`config.mk`:
```
export PLATFORM = sky130hd
export DESIGN_NAME = write_erase_command_coalescer_unit
export DESIGN_NICKNAME = d
export VERILOG_FILES = /design/src/hw/rtl/wecc_pkg.sv /design/src/hw/rtl/wecc_datapath.sv /design/src/hw/rtl/wecc_controller.sv /design/src/hw/rtl/write_erase_command_coalescer_unit.sv
export SDC_FILE = /design/constraint.sdc
export NUM_CORES = 1
export LEC_CHECK = 0
export CAP_MARGIN = 40
export CORE_UTILIZATION = 40
export DETAILED_ROUTE_END_ITERATION = 10
export DONT_BUFFER_PORTS = 1
export GPL_ROUTABILITY_DRIVEN = 0
export GPL_TIMING_DRIVEN = 0
export SKIP_CTS_REPAIR_TIMING = 1
export SYNTH_ARGS = -nofsm -noshare
export SYNTH_HDL_FRONTEND = slang
export SYNTH_SLANG_ARGS = --single-unit
```
`constraint.sdc`:
```
create_clock -name i_clk -period 23.1 [get_ports i_clk]
set_clock_uncertainty 0.2 [all_clocks]
set_input_delay 2.31 -clock i_clk [delete_from_list [all_inputs] [get_ports i_clk]]
set_output_delay 2.31 -clock i_clk [all_outputs]
set_load 0.01 [all_outputs]
```
`src/hw/rtl/wecc_pkg.sv`:
```
// Package: shared types and constants for the write/erase command coalescer.
package wecc_pkg;

    localparam int BUFFER_ENTRIES = 5;
    localparam int IDX_W = $clog2(BUFFER_ENTRIES);
    localparam int CNT_W = $clog2(BUFFER_ENTRIES + 1);
    localparam int ADDR_W = 7;
    localparam int LEN_W = 7;
    localparam int DATA_W = 32;
    localparam logic [LEN_W-1:0] MAX_ERASE_RESET = 7'd10;

    localparam logic [1:0] OPC_WRITE = 2'd0;
    localparam logic [1:0] OPC_ERASE = 2'd1;
    localparam logic [1:0] OPC_READ = 2'd2;
    localparam logic [1:0] OPC_FLUSH = 2'd3;

    localparam logic [1:0] KIND_WRITE = 2'd0;
    localparam logic [1:0] KIND_ERASE = 2'd1;
    localparam logic [1:0] KIND_READ = 2'd2;

    typedef struct packed {
        logic             valid;
        logic             is_erase;
        logic [ADDR_W-1:0] addr;
        logic [DATA_W-1:0] data;
        logic [LEN_W-1:0]  len;
    } t_entry;

    // Controller to datapath commands
    typedef struct packed {
        logic             load;      // latch incoming command
        logic             place;     // store new entry at count
        logic             merge;     // merge new entry against entry at idx
        logic             compact;   // one compaction step at idx
        logic             clear;     // empty the buffer (with place, keep only the new entry)
        logic             read_step; // read scan step at idx
        logic             out_load;  // put a result in the output register
        logic             out_is_read;
        logic             out_last;
        logic [IDX_W-1:0] idx;
    } t_dp_cmd;

    // Datapath to controller status
    typedef struct packed {
        logic [CNT_W-1:0] count;
        logic             entry_valid;  // entry at idx valid
        logic [1:0]       cmd;
        logic             zero_len;
    } t_dp_sts;

endpackage

```
`src/hw/rtl/wecc_datapath.sv`:
```
// Datapath: entry store, merge unit, compaction, read scan and output register.
module wecc_datapath import wecc_pkg::*; (
    input  logic              i_clk,
    input  logic              i_rst_n,
    input  logic              i_cfg_we,
    input  logic [LEN_W-1:0]  i_cfg_data,
    input  logic [1:0]        i_command,
    input  logic [ADDR_W-1:0] i_block_address,
    input  logic [DATA_W-1:0] i_write_data,
    input  logic [LEN_W-1:0]  i_erase_length,
    input  t_dp_cmd           i_cmd,
    output t_dp_sts           o_sts,
    output logic [1:0]        o_result_kind,
    output logic [ADDR_W-1:0] o_result_address,
    output logic [DATA_W-1:0] o_result_data,
    output logic [LEN_W-1:0]  o_result_length,
    output logic              o_buffer_hit,
    output logic              o_last_result
);

    t_entry            r_store [BUFFER_ENTRIES];
    logic [CNT_W-1:0]  r_count;
    logic [LEN_W-1:0]  r_max_len;
    logic [1:0]        r_cmd;
    t_entry            r_cur;     // incoming entry, widened by merges
    logic [CNT_W-1:0]  r_wr;      // compaction write pointer
    logic              r_hit;
    logic [DATA_W-1:0] r_rdata;

    t_entry            w_prev;
    t_entry            n_prev;
    t_entry            n_cur;
    logic [8:0]        w_b, w_e, w_nb, w_ne, w_cs, w_ce, w_ps, w_pe, w_lo, w_hi, w_cnt;
    logic              w_rd_match;
    logic              w_rd_take;

    assign w_prev = r_store[i_cmd.idx];

    always_comb begin
        n_prev = w_prev;
        n_cur  = r_cur;
        w_b  = {2'b0, w_prev.addr};
        w_e  = w_b + {2'b0, w_prev.len} - 9'd1;
        w_nb = w_b + ((r_cur.addr == w_prev.addr) ? 9'd1 : 9'd0);
        w_ne = w_e - (({2'b0, r_cur.addr} == w_e) ? 9'd1 : 9'd0);
        w_cs = {2'b0, r_cur.addr};
        w_ce = w_cs + {2'b0, r_cur.len} - 9'd1;
        w_ps = w_b;
        w_pe = w_e;
        w_lo = (w_ps < w_cs) ? w_ps : w_cs;
        w_hi = (w_pe > w_ce) ? w_pe : w_ce;
        w_cnt = w_hi - w_lo + 9'd1;
        if (w_prev.valid) begin
            if (!r_cur.is_erase) begin
                if (!w_prev.is_erase) begin
                    if (w_prev.addr == r_cur.addr) n_prev.valid = 1'b0;
                end else if (w_nb <= w_ne) begin
                    n_prev.addr = w_nb[ADDR_W-1:0];
                    n_prev.len  = LEN_W'(w_ne - w_nb + 9'd1);
                end else begin
                    n_prev.valid = 1'b0;
                end
            end else if (!w_prev.is_erase) begin
                if (w_ps >= w_cs && w_ps <= w_ce) n_prev.valid = 1'b0;
            end else if (!(w_ps > w_ce + 9'd1 || w_pe + 9'd1 < w_cs)) begin
                if (w_cnt <= {2'b0, r_max_len}) begin
                    n_cur.addr   = w_lo[ADDR_W-1:0];
                    n_cur.len    = w_cnt[LEN_W-1:0];
                    n_prev.valid = 1'b0;
                end
            end
        end
    end

    always_comb begin
        w_rd_match = 1'b0;
        if (w_prev.valid) begin
            if (!w_prev.is_erase) w_rd_match = (w_prev.addr == r_cur.addr);
            else w_rd_match = ({2'b0, r_cur.addr} >= w_b) &&
                              ({2'b0, r_cur.addr} < w_b + {2'b0, w_prev.len});
        end
    end

    // match on the current scan step, seen by the output register on the last step
    assign w_rd_take = i_cmd.read_step && w_rd_match;

    always_ff @(posedge i_clk) begin
        if (!i_rst_n) begin
            r_count   <= '0;
            r_max_len <= MAX_ERASE_RESET;
            r_wr      <= '0;
            for (int k = 0; k < BUFFER_ENTRIES; k++) r_store[k].valid <= 1'b0;
        end else begin
            if (i_cfg_we) r_max_len <= i_cfg_data;
            if (i_cmd.load) begin
                r_cmd          <= i_command;
                r_cur.valid    <= 1'b1;
                r_cur.is_erase <= (i_command == OPC_ERASE);
                r_cur.addr     <= i_block_address;
                r_cur.data     <= (i_command == OPC_ERASE) ? '0 : i_write_data;
                r_cur.len      <= (i_command == OPC_ERASE) ? i_erase_length : '0;
                r_hit          <= 1'b0;
                r_rdata        <= '0;
                r_wr           <= '0;
            end
            if (i_cmd.clear) begin
                // clear with place: the spilling command becomes the only entry
                r_count <= i_cmd.place ? CNT_W'(1) : CNT_W'(0);
                for (int k = 0; k < BUFFER_ENTRIES; k++) begin
                    if (i_cmd.place && k == 0) r_store[k] <= r_cur;
                    else r_store[k].valid <= 1'b0;
                end
            end else if (i_cmd.place) begin
                r_store[r_count[IDX_W-1:0]] <= r_cur;
                r_count <= r_count + CNT_W'(1);
            end
            if (i_cmd.merge) begin
                r_store[i_cmd.idx] <= n_prev;
                r_store[r_count[IDX_W-1:0] - IDX_W'(1)] <= n_cur;
                r_cur <= n_cur;
            end
            if (i_cmd.compact) begin
                if (w_prev.valid) begin
                    r_store[r_wr[IDX_W-1:0]] <= w_prev;
                    if (r_wr[IDX_W-1:0] != i_cmd.idx) r_store[i_cmd.idx].valid <= 1'b0;
                    r_wr <= r_wr + CNT_W'(1);
                end
                if (i_cmd.idx == IDX_W'(BUFFER_ENTRIES - 1))
                    r_count <= r_wr + CNT_W'(w_prev.valid);
            end
            if (w_rd_take) begin
                r_hit   <= 1'b1;
                r_rdata <= w_prev.is_erase ? '0 : w_prev.data;
            end
        end
    end

    always_ff @(posedge i_clk) begin
        if (i_cmd.out_load) begin
            o_last_result <= i_cmd.out_last;
            if (i_cmd.out_is_read) begin
                o_result_kind    <= KIND_READ;
                o_result_address <= r_cur.addr;
                o_result_data    <= w_rd_take ? (w_prev.is_erase ? '0 : w_prev.data)
                                              : r_rdata;
                o_result_length  <= '0;
                o_buffer_hit     <= r_hit || w_rd_take;
            end else begin
                o_result_kind    <= w_prev.is_erase ? KIND_ERASE : KIND_WRITE;
                o_result_address <= w_prev.addr;
                o_result_data    <= w_prev.is_erase ? '0 : w_prev.data;
                o_result_length  <= w_prev.is_erase ? w_prev.len : '0;
                o_buffer_hit     <= 1'b0;
            end
        end
    end

    assign o_sts.count       = r_count;
    assign o_sts.entry_valid = w_prev.valid;
    assign o_sts.cmd         = r_cmd;
    assign o_sts.zero_len    = (r_cur.len == '0);

`ifndef SYNTHESIS
    a_count_range: assert property (@(posedge i_clk) disable iff (!i_rst_n)
        r_count <= CNT_W'(BUFFER_ENTRIES)) else $error("count overflow");
    a_clear_empties: assert property (@(posedge i_clk) disable iff (!i_rst_n)
        i_cmd.clear && !i_cmd.place |=> r_count == '0) else $error("clear failed");
    a_one_op: assert property (@(posedge i_clk) disable iff (!i_rst_n)
        $countones({i_cmd.merge, i_cmd.place || i_cmd.clear, i_cmd.compact}) <= 1)
        else $error("conflicting datapath commands");
`endif

endmodule

```
`src/hw/rtl/wecc_controller.sv`:
```
// Controller: sequences merge, compaction, read scan and result emission.
module wecc_controller import wecc_pkg::*; (
    input  logic    i_clk,
    input  logic    i_rst_n,
    input  logic    i_valid,
    output logic    o_in_ready,
    output logic    o_valid,
    input  logic    i_ready,
    input  t_dp_sts i_sts,
    output t_dp_cmd o_cmd
);

    typedef enum logic [2:0] {
        S_IDLE, S_DECODE, S_EMIT, S_MERGE, S_COMPACT, S_READ
    } t_state;

    t_state            r_state;
    logic [IDX_W-1:0]  r_idx;
    logic              r_out_valid;
    logic              r_after_emit; // emission was a full-buffer spill

    assign o_in_ready = (r_state == S_IDLE) && !r_out_valid;
    assign o_valid    = r_out_valid;

    always_comb begin
        o_cmd      = '0;
        o_cmd.idx  = r_idx;
        o_cmd.load = o_in_ready && i_valid;
        case (r_state)
            S_EMIT: begin
                if (!r_out_valid) begin
                    if (r_idx < i_sts.count[IDX_W-1:0] ||
                        i_sts.count == CNT_W'(BUFFER_ENTRIES)) begin
                        o_cmd.out_load = 1'b1;
                        o_cmd.out_last = (CNT_W'(r_idx) + CNT_W'(1) == i_sts.count);
                    end
                    if (CNT_W'(r_idx) + CNT_W'(1) >= i_sts.count) begin
                        o_cmd.clear = 1'b1;
                        o_cmd.place = r_after_emit;
                    end
                end
            end
            S_MERGE:   o_cmd.merge = 1'b1;
            S_COMPACT: o_cmd.compact = 1'b1;
            S_READ: begin
                o_cmd.read_step = (CNT_W'(r_idx) < i_sts.count);
                if (r_idx == IDX_W'(BUFFER_ENTRIES - 1)) begin
                    o_cmd.out_load    = 1'b1;
                    o_cmd.out_is_read = 1'b1;
                    o_cmd.out_last    = 1'b1;
                end
            end
            S_DECODE: begin
                if ((i_sts.cmd == OPC_WRITE || (i_sts.cmd == OPC_ERASE && !i_sts.zero_len))
                    && i_sts.count != CNT_W'(BUFFER_ENTRIES)) o_cmd.place = 1'b1;
                if (i_sts.cmd == OPC_FLUSH) o_cmd.clear = (i_sts.count == '0);
            end
            default: ;
        endcase
    end

    always_ff @(posedge i_clk) begin
        if (!i_rst_n) begin
            r_state      <= S_IDLE;
            r_idx        <= '0;
            r_out_valid  <= 1'b0;
            r_after_emit <= 1'b0;
        end else begin
            if (o_cmd.out_load) r_out_valid <= 1'b1;
            else if (r_out_valid && i_ready) r_out_valid <= 1'b0;
            case (r_state)
                S_IDLE: if (o_cmd.load) r_state <= S_DECODE;
                S_DECODE: begin
                    r_idx <= '0;
                    case (i_sts.cmd)
                        OPC_READ: r_state <= S_READ;
                        OPC_FLUSH: begin
                            r_after_emit <= 1'b0;
                            r_state <= (i_sts.count == '0) ? S_IDLE : S_EMIT;
                        end
                        default: begin
                            if (i_sts.cmd == OPC_ERASE && i_sts.zero_len) r_state <= S_IDLE;
                            else if (i_sts.count == CNT_W'(BUFFER_ENTRIES)) begin
                                r_after_emit <= 1'b1;
                                r_state <= S_EMIT;
                            end else begin
                                r_after_emit <= 1'b0;
                                if (i_sts.count == '0) r_state <= S_IDLE;
                                else begin
                                    r_idx <= i_sts.count[IDX_W-1:0] - IDX_W'(1);
                                    r_state <= S_MERGE;
                                end
                            end
                        end
                    endcase
                end
                S_EMIT: begin
                    if (!r_out_valid) begin
                        if (o_cmd.clear) begin
                            r_state <= S_IDLE;
                            r_idx <= '0;
                        end else r_idx <= r_idx + IDX_W'(1);
                    end
                end
                S_MERGE: begin
                    if (r_idx == '0) r_state <= S_COMPACT;
                    else r_idx <= r_idx - IDX_W'(1);
                end
                S_COMPACT: begin
                    if (r_idx == IDX_W'(BUFFER_ENTRIES - 1)) begin
                        r_idx <= '0;
                        r_state <= S_IDLE;
                    end else r_idx <= r_idx + IDX_W'(1);
                end
                S_READ: begin
                    if (r_idx == IDX_W'(BUFFER_ENTRIES - 1)) begin
                        r_idx <= '0;
                        r_state <= S_IDLE;
                    end else r_idx <= r_idx + IDX_W'(1);
                end
                default: r_state <= S_IDLE;
            endcase
        end
    end

`ifndef SYNTHESIS
    a_no_accept_busy: assert property (@(posedge i_clk) disable iff (!i_rst_n)
        o_cmd.load |-> r_state == S_IDLE) else $error("accept while busy");
    a_no_overwrite: assert property (@(posedge i_clk) disable iff (!i_rst_n)
        o_cmd.out_load |-> !r_out_valid) else $error("result overwritten");
    a_idx_range: assert property (@(posedge i_clk) disable iff (!i_rst_n)
        r_idx <= IDX_W'(BUFFER_ENTRIES - 1)) else $error("index out of range");
`endif

endmodule

```
`src/hw/rtl/write_erase_command_coalescer_unit.sv`:
```
// Top level: write/erase command coalescer, controller plus datapath.
//
//  channel | signals                         | direction
//  input   | i_valid / o_ready, command      | in
//  output  | o_valid / i_ready, result       | out
//  config  | i_cfg_we, i_cfg_data            | in
//
// A write or erase is accepted, placed in the decode state, then merged against each
// older entry in turn, one merge step per entry, and compacted in BUFFER_ENTRIES steps;
// into an empty buffer it is done once placed.
// A read scans all entries one per cycle; its result is registered at the last step,
// and input waits until the result is taken.
// A full buffer spills one entry per result transaction; output stalls hold it.
// Reset is synchronous, active low, and empties the buffer.
module write_erase_command_coalescer_unit import wecc_pkg::*; (
    input  logic              i_clk,
    input  logic              i_rst_n,
    input  logic              i_cfg_we,
    input  logic [LEN_W-1:0]  i_cfg_data,
    input  logic              i_valid,
    output logic              o_ready,
    input  logic [1:0]        i_command,
    input  logic [ADDR_W-1:0] i_block_address,
    input  logic [DATA_W-1:0] i_write_data,
    input  logic [LEN_W-1:0]  i_erase_length,
    output logic              o_valid,
    input  logic              i_ready,
    output logic [1:0]        o_result_kind,
    output logic [ADDR_W-1:0] o_result_address,
    output logic [DATA_W-1:0] o_result_data,
    output logic [LEN_W-1:0]  o_result_length,
    output logic              o_buffer_hit,
    output logic              o_last_result
);

    t_dp_cmd w_cmd;
    t_dp_sts w_sts;

    wecc_controller u_ctrl (
        .i_clk(i_clk), .i_rst_n(i_rst_n), .i_valid(i_valid), .o_in_ready(o_ready),
        .o_valid(o_valid), .i_ready(i_ready), .i_sts(w_sts), .o_cmd(w_cmd)
    );

    wecc_datapath u_dp (
        .i_clk(i_clk), .i_rst_n(i_rst_n), .i_cfg_we(i_cfg_we), .i_cfg_data(i_cfg_data),
        .i_command(i_command), .i_block_address(i_block_address),
        .i_write_data(i_write_data), .i_erase_length(i_erase_length),
        .i_cmd(w_cmd), .o_sts(w_sts),
        .o_result_kind(o_result_kind), .o_result_address(o_result_address),
        .o_result_data(o_result_data), .o_result_length(o_result_length),
        .o_buffer_hit(o_buffer_hit), .o_last_result(o_last_result)
    );

endmodule
```
* After elaboration in Yosys (flattened, before gate mapping)
Memories as Yosys holds them, arrays and structs flattened. A register that Yosys moved wholly into a read port is not among the register bits. Index checks and enable logic that the tools add are counted.
Storage, ports and cells: flip-flop bits (word level) 153, memory bits (writable) 240, output and inout bits 52, word-level logic and storage cells 268, memories 1
Cells by class: $add $sub $neg 18, $lt $le $gt $ge 12, equal/unequal tests 24, muxes and demuxes 145, bitwise gates (word level) 10, reductions and logical operators 38
Memory list:
- u_dp.r_store | depth 5, width 48, rd ports 1, clocked after Yosys merged registers in 1, write ports 5, RTL line wecc_datapath.sv:21 | t_entry r_store [BUFFER_ENTRIES];
Operators with widths (count):
- two-way mux 32 bit | 6
- two-way mux 48 bit | 4
- OR reduction 48 bit | 4
- two-way mux 7 bit | 21
- two-way mux 46 bit | 2
- two-way mux 3 bit | 29
- two-way mux 1 bit | 68
- adder 9 x 1 -> 9 bit (second input constant) | 3
- subtractor 9 x 1 -> 9 bit (second input constant) | 2
- adder 7 x 7 -> 8 bit | 2
- case mux 3 bit (5 select lines) | 1
- == test 7 bit | 2
- >= comparator 7 bit | 2
- == test 3 bit (second input constant) | 4
- two-way mux 2 bit | 6
- case mux 3 bit (4 select lines) | 1
- inequality test 2 x 1 -> 1 bit (second input constant) | 5
- case mux 1 bit (2 select lines) | 5
- adder 3 x 1 -> 3 bit (second input constant) | 3
- == test 7 x 9 -> 1 bit | 1
- greater-than comparator 7 x 9 -> 1 bit | 1
- greater-than comparator 9 bit | 1
- <= comparator 7 x 9 -> 1 bit | 1
- <= comparator 9 x 7 -> 1 bit | 1
- 37 further kinds | 72

* Logic depth before layout (Yosys ltp)
Gate-level depths: netlist of the first run.
depth in word-level cells 15, mapped depth 44, depth with buffers taken out 37

* Modules after synthesis
From an unflattened synthesis of the first run, not the netlist that was laid out.
Second synthesis, totals: cell total of the unflattened synthesis 3180, area, all modules 31870.6 sq um
Modules (own cells, without submodules):
- wecc_datapath | times used 1, cells an instance 3052, area each 30858.3 sq um, seq. area each 15675.0 sq um
- wecc_controller | times used 1, cells an instance 128, area each 1012.2 sq um, seq. area each 160.2 sq um

* Least setup slack after synthesis of the first run
No wires, ideal clock.
kind register to register, start register with a tool-made name, end memory u_dp.r_store[0][3] (netlist name) (data pin), arrival time 9.830 ns, data required time 22.622 ns, path slack 12.792 ns, stages on the path, launching flop included 41, buffers on the path 6, clock period less this slack 10.308 ns, path through dfxtp_1 -> buf_2 -> buf_2 -> buf_2 -> clkbuf_1 -> mux4_2 -> mux2_2 -> ha_1 -> fa_1 -> a211o_1 -> a2111oi_0 -> or3_1 -> buf_2 -> inv_2 -> xnor2_1 -> inv_1 -> ha_1 -> a21o_1 -> [... 5 more ...] -> ha_1 -> inv_1 -> ha_1 -> inv_1 -> fa_1 -> nor2b_1 -> o21ai_0 -> a21boi_0 -> nor2_1 -> ha_1 -> o21ai_0 -> a21oi_1 -> o22a_1 -> a2111o_1 -> a2111oi_4 -> mux2_2 -> o21ai_1 -> o221ai_1
RTL lines (RTL line):
- end, declared | wecc_datapath.sv:21

==> metrics, run 1 <==
P_sw=2.18 mW; gr usage total=0.244; RSZ-0062 raised after global routing=no; CP Launch Type=flip-flop; Worst setup EP type=flip-flop; Post-synth EDFFs=516; Arr. time, crit path=13.02 ns; register area=about 16000 µm²; area grow syn2layout=14.6%; first-pass GRT wire length=~140 mm; Post-Syn Nets=roughly 2.7k; Via density=5.97; Slew Limit Fails=0; placed wire-length estimate=68.1 mm; number of max-cap violations=0; Tightest Pin Transition=around 0.97 ns; synth unique cells=75; Max stage delay cell, worst path=clkbuf_1; Clk pwr share=0.208; Synth warnings=0; Fin Setup TNS=0 ns; leakage power=12.8 nW; 1st-pass router iterations=6; FFs w/ async S/R, synth=0; wirelength, routed=96.7 mm; Final Net Count=about 2.8k; worst vdd ir=roughly 0.00018 V; layout cells sized above 1=0.138; top_reg_cell synth=edfxtp_1; Avg Inst Size Synth=12.4 µm²; CTS Buf Count=between 50 and 60; count of final setup violators=0; DRC=0; Power Internal=2.88 mW; initial cell density of the core=0.406; CP Class=flip-flop to flip-flop; TritonCTS clock tree=yes; post-route ant nets=0; Final Critical Period=12.87 ns; I/O pins=112; # rows=101; final hold viol count=0; run status=finished, final reports clean; mapped cell area=30900 µm²; die area=78500 µm²; Post-Synthesis Cells=roughly 2.5k; area of the multi-input gates=14200 µm²; vias in the first global route=22.2k; Reg power frac=0.227; switching share of power=0.430; Iteration-0 DRC Markers=2257; largest net degree at the start of global routing=43; Die H=280 µm; H-tree levels=2; clock latency on the worst-skew pair=0.65 ns; Clock Pin Slew Worst Setup and Hold Paths=0.06 ns; CP max stage delay=0.66 ns; clk sink count=540; maximum fanout along the worst path=10; GR Overflow Total=0; core area=76200 µm²; CTS root buf=clkbuf_16; Port Buffers=0; die width=around 280 µm; drt wl/cell=26.1 µm; Power per Cell Area=143 nW/µm²; Fin Hold WS=0.264 ns; Final Cycle Share=0.557; Max clock buf depth=3; # fillers=6675; via count=22.1k; initial antenna violation count=4; critical path data required time=23.25 ns; f_max=between 0.07 and 0.08 GHz; Slew headroom=0.353; Comb pwr share=0.565; sequential fraction of the synthesis area=0.516; Most common cell on crit path=ha_1; Worst Hold Class=flip-flop to flip-flop; Synth Register Bits=between 500 and 600
[Yosys cell counts (7+ instances only)]
cell,instances,share of area
edfxtp_1,516,0.50
mux2i_1,353,0.11
nand2_1,195,0.024
nor2_1,194,0.024
ha_1,118,0.048
clkbuf_1,102,0.012
mux4_2,96,0.070
a21oi_1,92,0.015
o21ai_0,85,0.014
inv_1,81,0.0098
o21ai_1,74,0.012
mux2_2,60,0.022
and2_1,50,0.010
xnor2_1,41,0.012
o221ai_1,40,0.011
nand3_1,31,0.0050
buf_1,28,0.0034
nor3_1,28,0.0045
dfxtp_1,24,0.016
xor2_1,22,0.0062
nand2b_1,21,0.0042
o21a_1,20,0.0049
nor2b_1,18,0.0036
buf_2,15,0.0024
a21o_1,14,0.0034
a31oi_1,12,0.0024
nand4_1,12,0.0024
o21bai_1,12,0.0029
a22oi_1,10,0.0024
and3_1,9,0.0018
o22ai_1,9,0.0018
a211oi_1,8,0.0019
o211ai_1,8,0.0019
or2_2,7,0.0014
[registers in the layout (all words and copies together), names as in the netlist, named ones only]
signal and flops:
u_ctrl.r_state 3, u_dp.r_count 3, u_dp.r_rdata 32, u_dp.r_wr 3, u_dp.r_store 384, u_dp.r_hit 1, u_dp.r_cur 14, u_dp.o_result_length 7
u_ctrl.o_valid 1, u_dp.n_cur 33, u_dp.o_buffer_hit 1, u_dp.r_cmd 2, u_ctrl.r_idx 3, u_dp.r_max_len 7, u_dp.o_result_kind 2, u_dp.o_result_address 7
u_ctrl.r_after_emit 1, u_dp.o_last_result 1, u_dp.o_result_data 32
[power by group through the flow]
stage	logic (mW)	clock network, mW	registers (mW)
2_1_floorplan	2.02	0	1.16
3_3_place_gp	2.66	0	1.17
3_5_place_dp	2.78	0	1.17
4_1_cts	2.81	1.06	1.15
5_1_grt	3.13	1.10	1.15
6_report	2.86	1.05	1.15
[layout by cell type (no fill, tap or decap), types with 28 or more instances in the layout]
cell type / n
edfxtp_1: 516
mux2i_1: 353
nor2_1: 192
nand2_1: 192
ha_1: 118
clkbuf_1: 109
mux4_2: 96
a21oi_1: 92
o21ai_0: 82
inv_1: 81
o21ai_1: 74
mux2_2: 60
clkbuf_16: 59
and2_1: 50
xnor2_1: 41
o221ai_1: 40
nand3_1: 31
buf_1: 28
[final cells by class]
| type | instances | share of cell area |
|---|---|---|
| Antenna cell | 2 | 0.000141 |
| Buffer | 146 | 0.0162 |
| Clock buffer | 66 | 0.0424 |
| Clock inverter | 42 | 0.0184 |
| Inverter | 83 | 0.00879 |
| Multi-Input combinational cell | 1729 | 0.400 |
| Sequential cell | 540 | 0.451 |
| Tap cell | 1030 | 0.0364 |
| Timing Repair Buffer | 64 | 0.0268 |
[worst max-delay path: cells and delay by family (launching register included)]
family                   cells  cell delay (ns)
multiplexers                 4             1.45
AO/OA/AOI/OAI               14             4.08
AND/OR/NAND/NOR              5             0.68
buffers and inverters        9             2.77
flip-flops                   1             0.61
XOR/XNOR                     1             0.42
adder cells (fa/ha/maj)      7             2.36
[kinds of logic (layout without fill, tap and decap cells)]
family                   after synthesis  in the layout  synth area share
adder cells (fa/ha/maj)              123            123            0.0510
AO/OA/AOI/OAI                        437            437            0.0906
multiplexers                         510            510             0.206
other                                  0              2                 0
buffers and inverters                229            401            0.0286
AND/OR/NAND/NOR                      595            595            0.0885
flip-flops                           540            540             0.516
XOR/XNOR                              64             64            0.0184
[routing by layer]
metal	share of wire	GRT usage	up-vias
met5	0.00031	0	-
met4	0.042	0.0999	4
met3	0.078	0.0400	245
met2	0.47	0.395	1053
met1	0.41	0.327	11100
li1	-	-	9755
[stage by stage]
step	setup WS, ns	utilization	instances	cell area [µm²]	power, mW
after global placement	8.58	0.423	3528	32200	3.83
final	10.23	0.465	3702	35400	5.06
after floorplan	12.79	-	2498	30900	3.18
after detailed placement	10.14	0.437	3591	33300	3.95
after global routing	9.58	0.465	3700	35400	5.38
after CTS	10.09	0.465	3699	35400	5.02
[path summary, 6_finish.rpt]
kind	end	cells past startpoint	start	slack, ns
worst max-delay path	u_dp.r_store[5][5]	40	flip-flop	10.23
worst min-delay path	u_ctrl.r_after_emit	2	u_ctrl.r_after_emit	0.26
worst max register to register	u_dp.r_store[5][5]	40	flip-flop	10.23
worst min register to register	u_ctrl.r_after_emit	2	u_ctrl.r_after_emit	0.26
(Power assumes the default switching activity.)
==> inputs of run 2 (changes only) <==
Settings changed: ABC_AREA set to 1.
Clock period 23.1 ns to 11.6 ns, I/O delays scaled along.
==> run 2 against run 1 <==
  * Via count rose by 30%
  * Worst hold slack worse by 0.0019 ns
  * Final area rose by 2.9%
  * Die area increased by 4.5%
  * Critical path depth grew 3
  * First-iteration DRC count increased by 69%
  * Highest routed layer unchanged
  * Sequential share of layout area decreased by 1.3 points
  * Sequential cell count unchanged
  * Register-to-register slack got worse by 8.8 ns
  * Fmax increased by 26%
==> metrics, run 2 <==
Most common cell on crit path=inv_1; die width=286 µm (+2.2%); top_reg_cell synth=edfxtp_1; Avg Inst Size Synth=8.38 µm² (-32%); synth cell count leaders=nand2_1 (983), edfxtp_1 (516), nor2_1 (516); die area=82000 µm² (+4.5%); largest cells by area after synthesis=edfxtp_1 (48%), nand2_1 (11%), o21ai_0 (6.4%); Synth top area share=0.479 (-0.0219); routing usage on met3=0.0613 (+0.0213); commonest non-fill, non-tap cell in the layout=nand2_1; layout cells sized above 1=0.0697 (-0.0685); core area=79500 µm² (+4.3%); Clock Pin Slew Worst Setup and Hold Paths=0.07 ns (about the same); wirelength, routed=115 mm (+19%); vias in the first global route=26.7k (+20%); final hold viol count=0 (unchanged); hold path start=u_dp.r_max_len[6]; synth unique cells=59 (-21%); Max clock buf depth=3 (unchanged); Largest register FFs=384 (unchanged); initial antenna violation count=2 (-2); Max stage delay cell, worst path=o21ai_0; DRC=0 (unchanged); GR Layer Usage met2=0.412 (+0.0177); CP Class=flip-flop to flip-flop; Worst Hold Class=flip-flop to flip-flop; critical path data required time=11.78 ns (-11.47 ns); first-pass GRT wire length=170 mm (+19%); Synth warnings=0 (unchanged); utilization after layout=0.459 (-0.00648); most frequent cells in the layout=nand2_1 (982), edfxtp_1 (516), nor2_1 (515); 1st-pass router iterations=6 (unchanged); CP Launch Type=flip-flop; Via density=5.71 (-4.4%); Die H=286 µm (+2.2%); placed wire-length estimate=83.4 mm (+23%); Arr. time, crit path=10.38 ns (-2.64 ns); CTS root buf=clkbuf_16; area of the multi-input gates=14300 µm² (+0.72%); mapped cell area=32300 µm² (+4.6%); FFs w/ async S/R, synth=0 (unchanged); Top Usage Layer GRT=met2; maximum fanout along the worst path=10 (unchanged); gr usage total=0.276 (+0.0314); Final Net Count=4135 (+47%); count of final setup violators=0 (unchanged); TritonCTS clock tree=yes; via count=28.9k (+30%); most frequent cell after synthesis=nand2_1; f_max=0.0980 GHz (+26%); Iteration-0 DRC Markers=3807 (+69%); register area=16000 µm² (unchanged); top cell type by total area after synthesis=edfxtp_1; GR Util met1=0.388 (+0.0619); area grow syn2layout=12.7%; drt wl/cell=22.8 µm (-13%); Final Cycle Share=0.880 (+0.322); Post-Synthesis Cells=3861 (+55%); CP max stage delay=0.74 ns (+0.08 ns); dpl cells=4941 (+38%); clock latency on the worst-skew pair=0.67 ns (+0.02 ns); Post-synth EDFFs=516 (unchanged); clk sink count=540 (unchanged); largest net degree at the start of global routing=34 (-21%); Port Buffers=0 (unchanged); RSZ-0062 raised after global routing=no; Worst setup EP type=flip-flop; I/O pins=112 (unchanged); post-route ant nets=0 (unchanged); # rows=103 (+2.0%); CTS Buf Count=59 (unchanged); ant diodes=0 (-2); Slew headroom=0.326 (-0.0276); # fillers=7724 (+16%); Post-Syn Nets=4044 (+51%); initial cell density of the core=0.407 (+0.000882); Tightest Pin Transition=1.01 ns (+0.0414 ns); sequential fraction of the synthesis area=0.494 (-0.0226); number of max-cap violations=0 (unchanged); Fin Setup TNS=0 ns (unchanged); H-tree levels=2 (unchanged); run status=finished, final reports clean; Finished Layout Cells=5051 (+36%); GR Overflow Total=0 (unchanged); Final Critical Period=10.20 ns (-2.67 ns); Synth Register Bits=540 (unchanged); Biggest register=u_dp.r_store; Slew Limit Fails=0 (unchanged)
run 2: changes by cell type after synthesis, sizes merged, moves of 88 or more:
cell / change
inv: +274
mux2i: -351
mux4: -96
nand2: +814
nand3: +189
nor2: +337
o21ai: +310
o32ai: +88
run 2: final timing paths:
kind                                           end  slack, ns  cells past startpoint
worst max-delay path            u_dp.r_store[0][5]       1.40                     43
worst min-delay path             u_dp.r_max_len[6]       0.26                      2
worst max register to register  u_dp.r_store[0][5]       1.40                     43
worst min register to register   u_dp.r_max_len[6]       0.26                      2
run 2: logic make-up (layout without fill, tap and decap cells):
logic type               after synthesis  in the layout  synth area share
AO/OA/AOI/OAI                        781            781             0.143
XOR/XNOR                              30             30           0.00812
adder cells (fa/ha/maj)              123            123            0.0487
buffers and inverters                558            698            0.0679
flip-flops                           540            540             0.494
multiplexers                           2              2          0.000619
AND/OR/NAND/NOR                     1827           1827             0.238
run 2: critical path: cells and delay by family, from the launching register on:
kind	cells	cell delay, ns
flops	1	0.38
compound gates	12	3.03
fa+ha+maj	6	1.92
buf+inv	12	2.52
xor+xnor	1	0.32
simple gates	12	1.55
run 2: layer usage:
layer | vias to the layer above | wire length [µm]
met5 | - | 13
met4 | 2 | 4360
li1 | 13400 | -
met2 | 1657 | 49100
met3 | 250 | 13700
met1 | 13600 | 48000
run 2: area by class of cell:
class                   count  area share
multi-input cells        2763       0.392
repair buffers             30      0.0163
clock buffers              69      0.0415
inverters                 357      0.0367
flip-flops and latches    540       0.438
clock inverters            41      0.0161
plain buffers             201      0.0235
well taps                1050      0.0360
run 2: stage by stage:
| stage | cell area, µm² | hold slack [ns] | setup slack (ns) |
|---|---|---|---|
| after floorplan | 32300 | 0.235 | 4.19 |
| after global placement | 33700 | 0.257 | 0.846 |
| after detailed placement | 34400 | 0.256 | 1.66 |
| after CTS | 36500 | 0.268 | 1.66 |
| after global routing | 36500 | 0.300 | 0.877 |
| final | 36500 | 0.262 | 1.40 |
Power of run 2 is not shown: default switching activity piles up to over one toggle a cycle in this logic, so the estimate is an artifact.
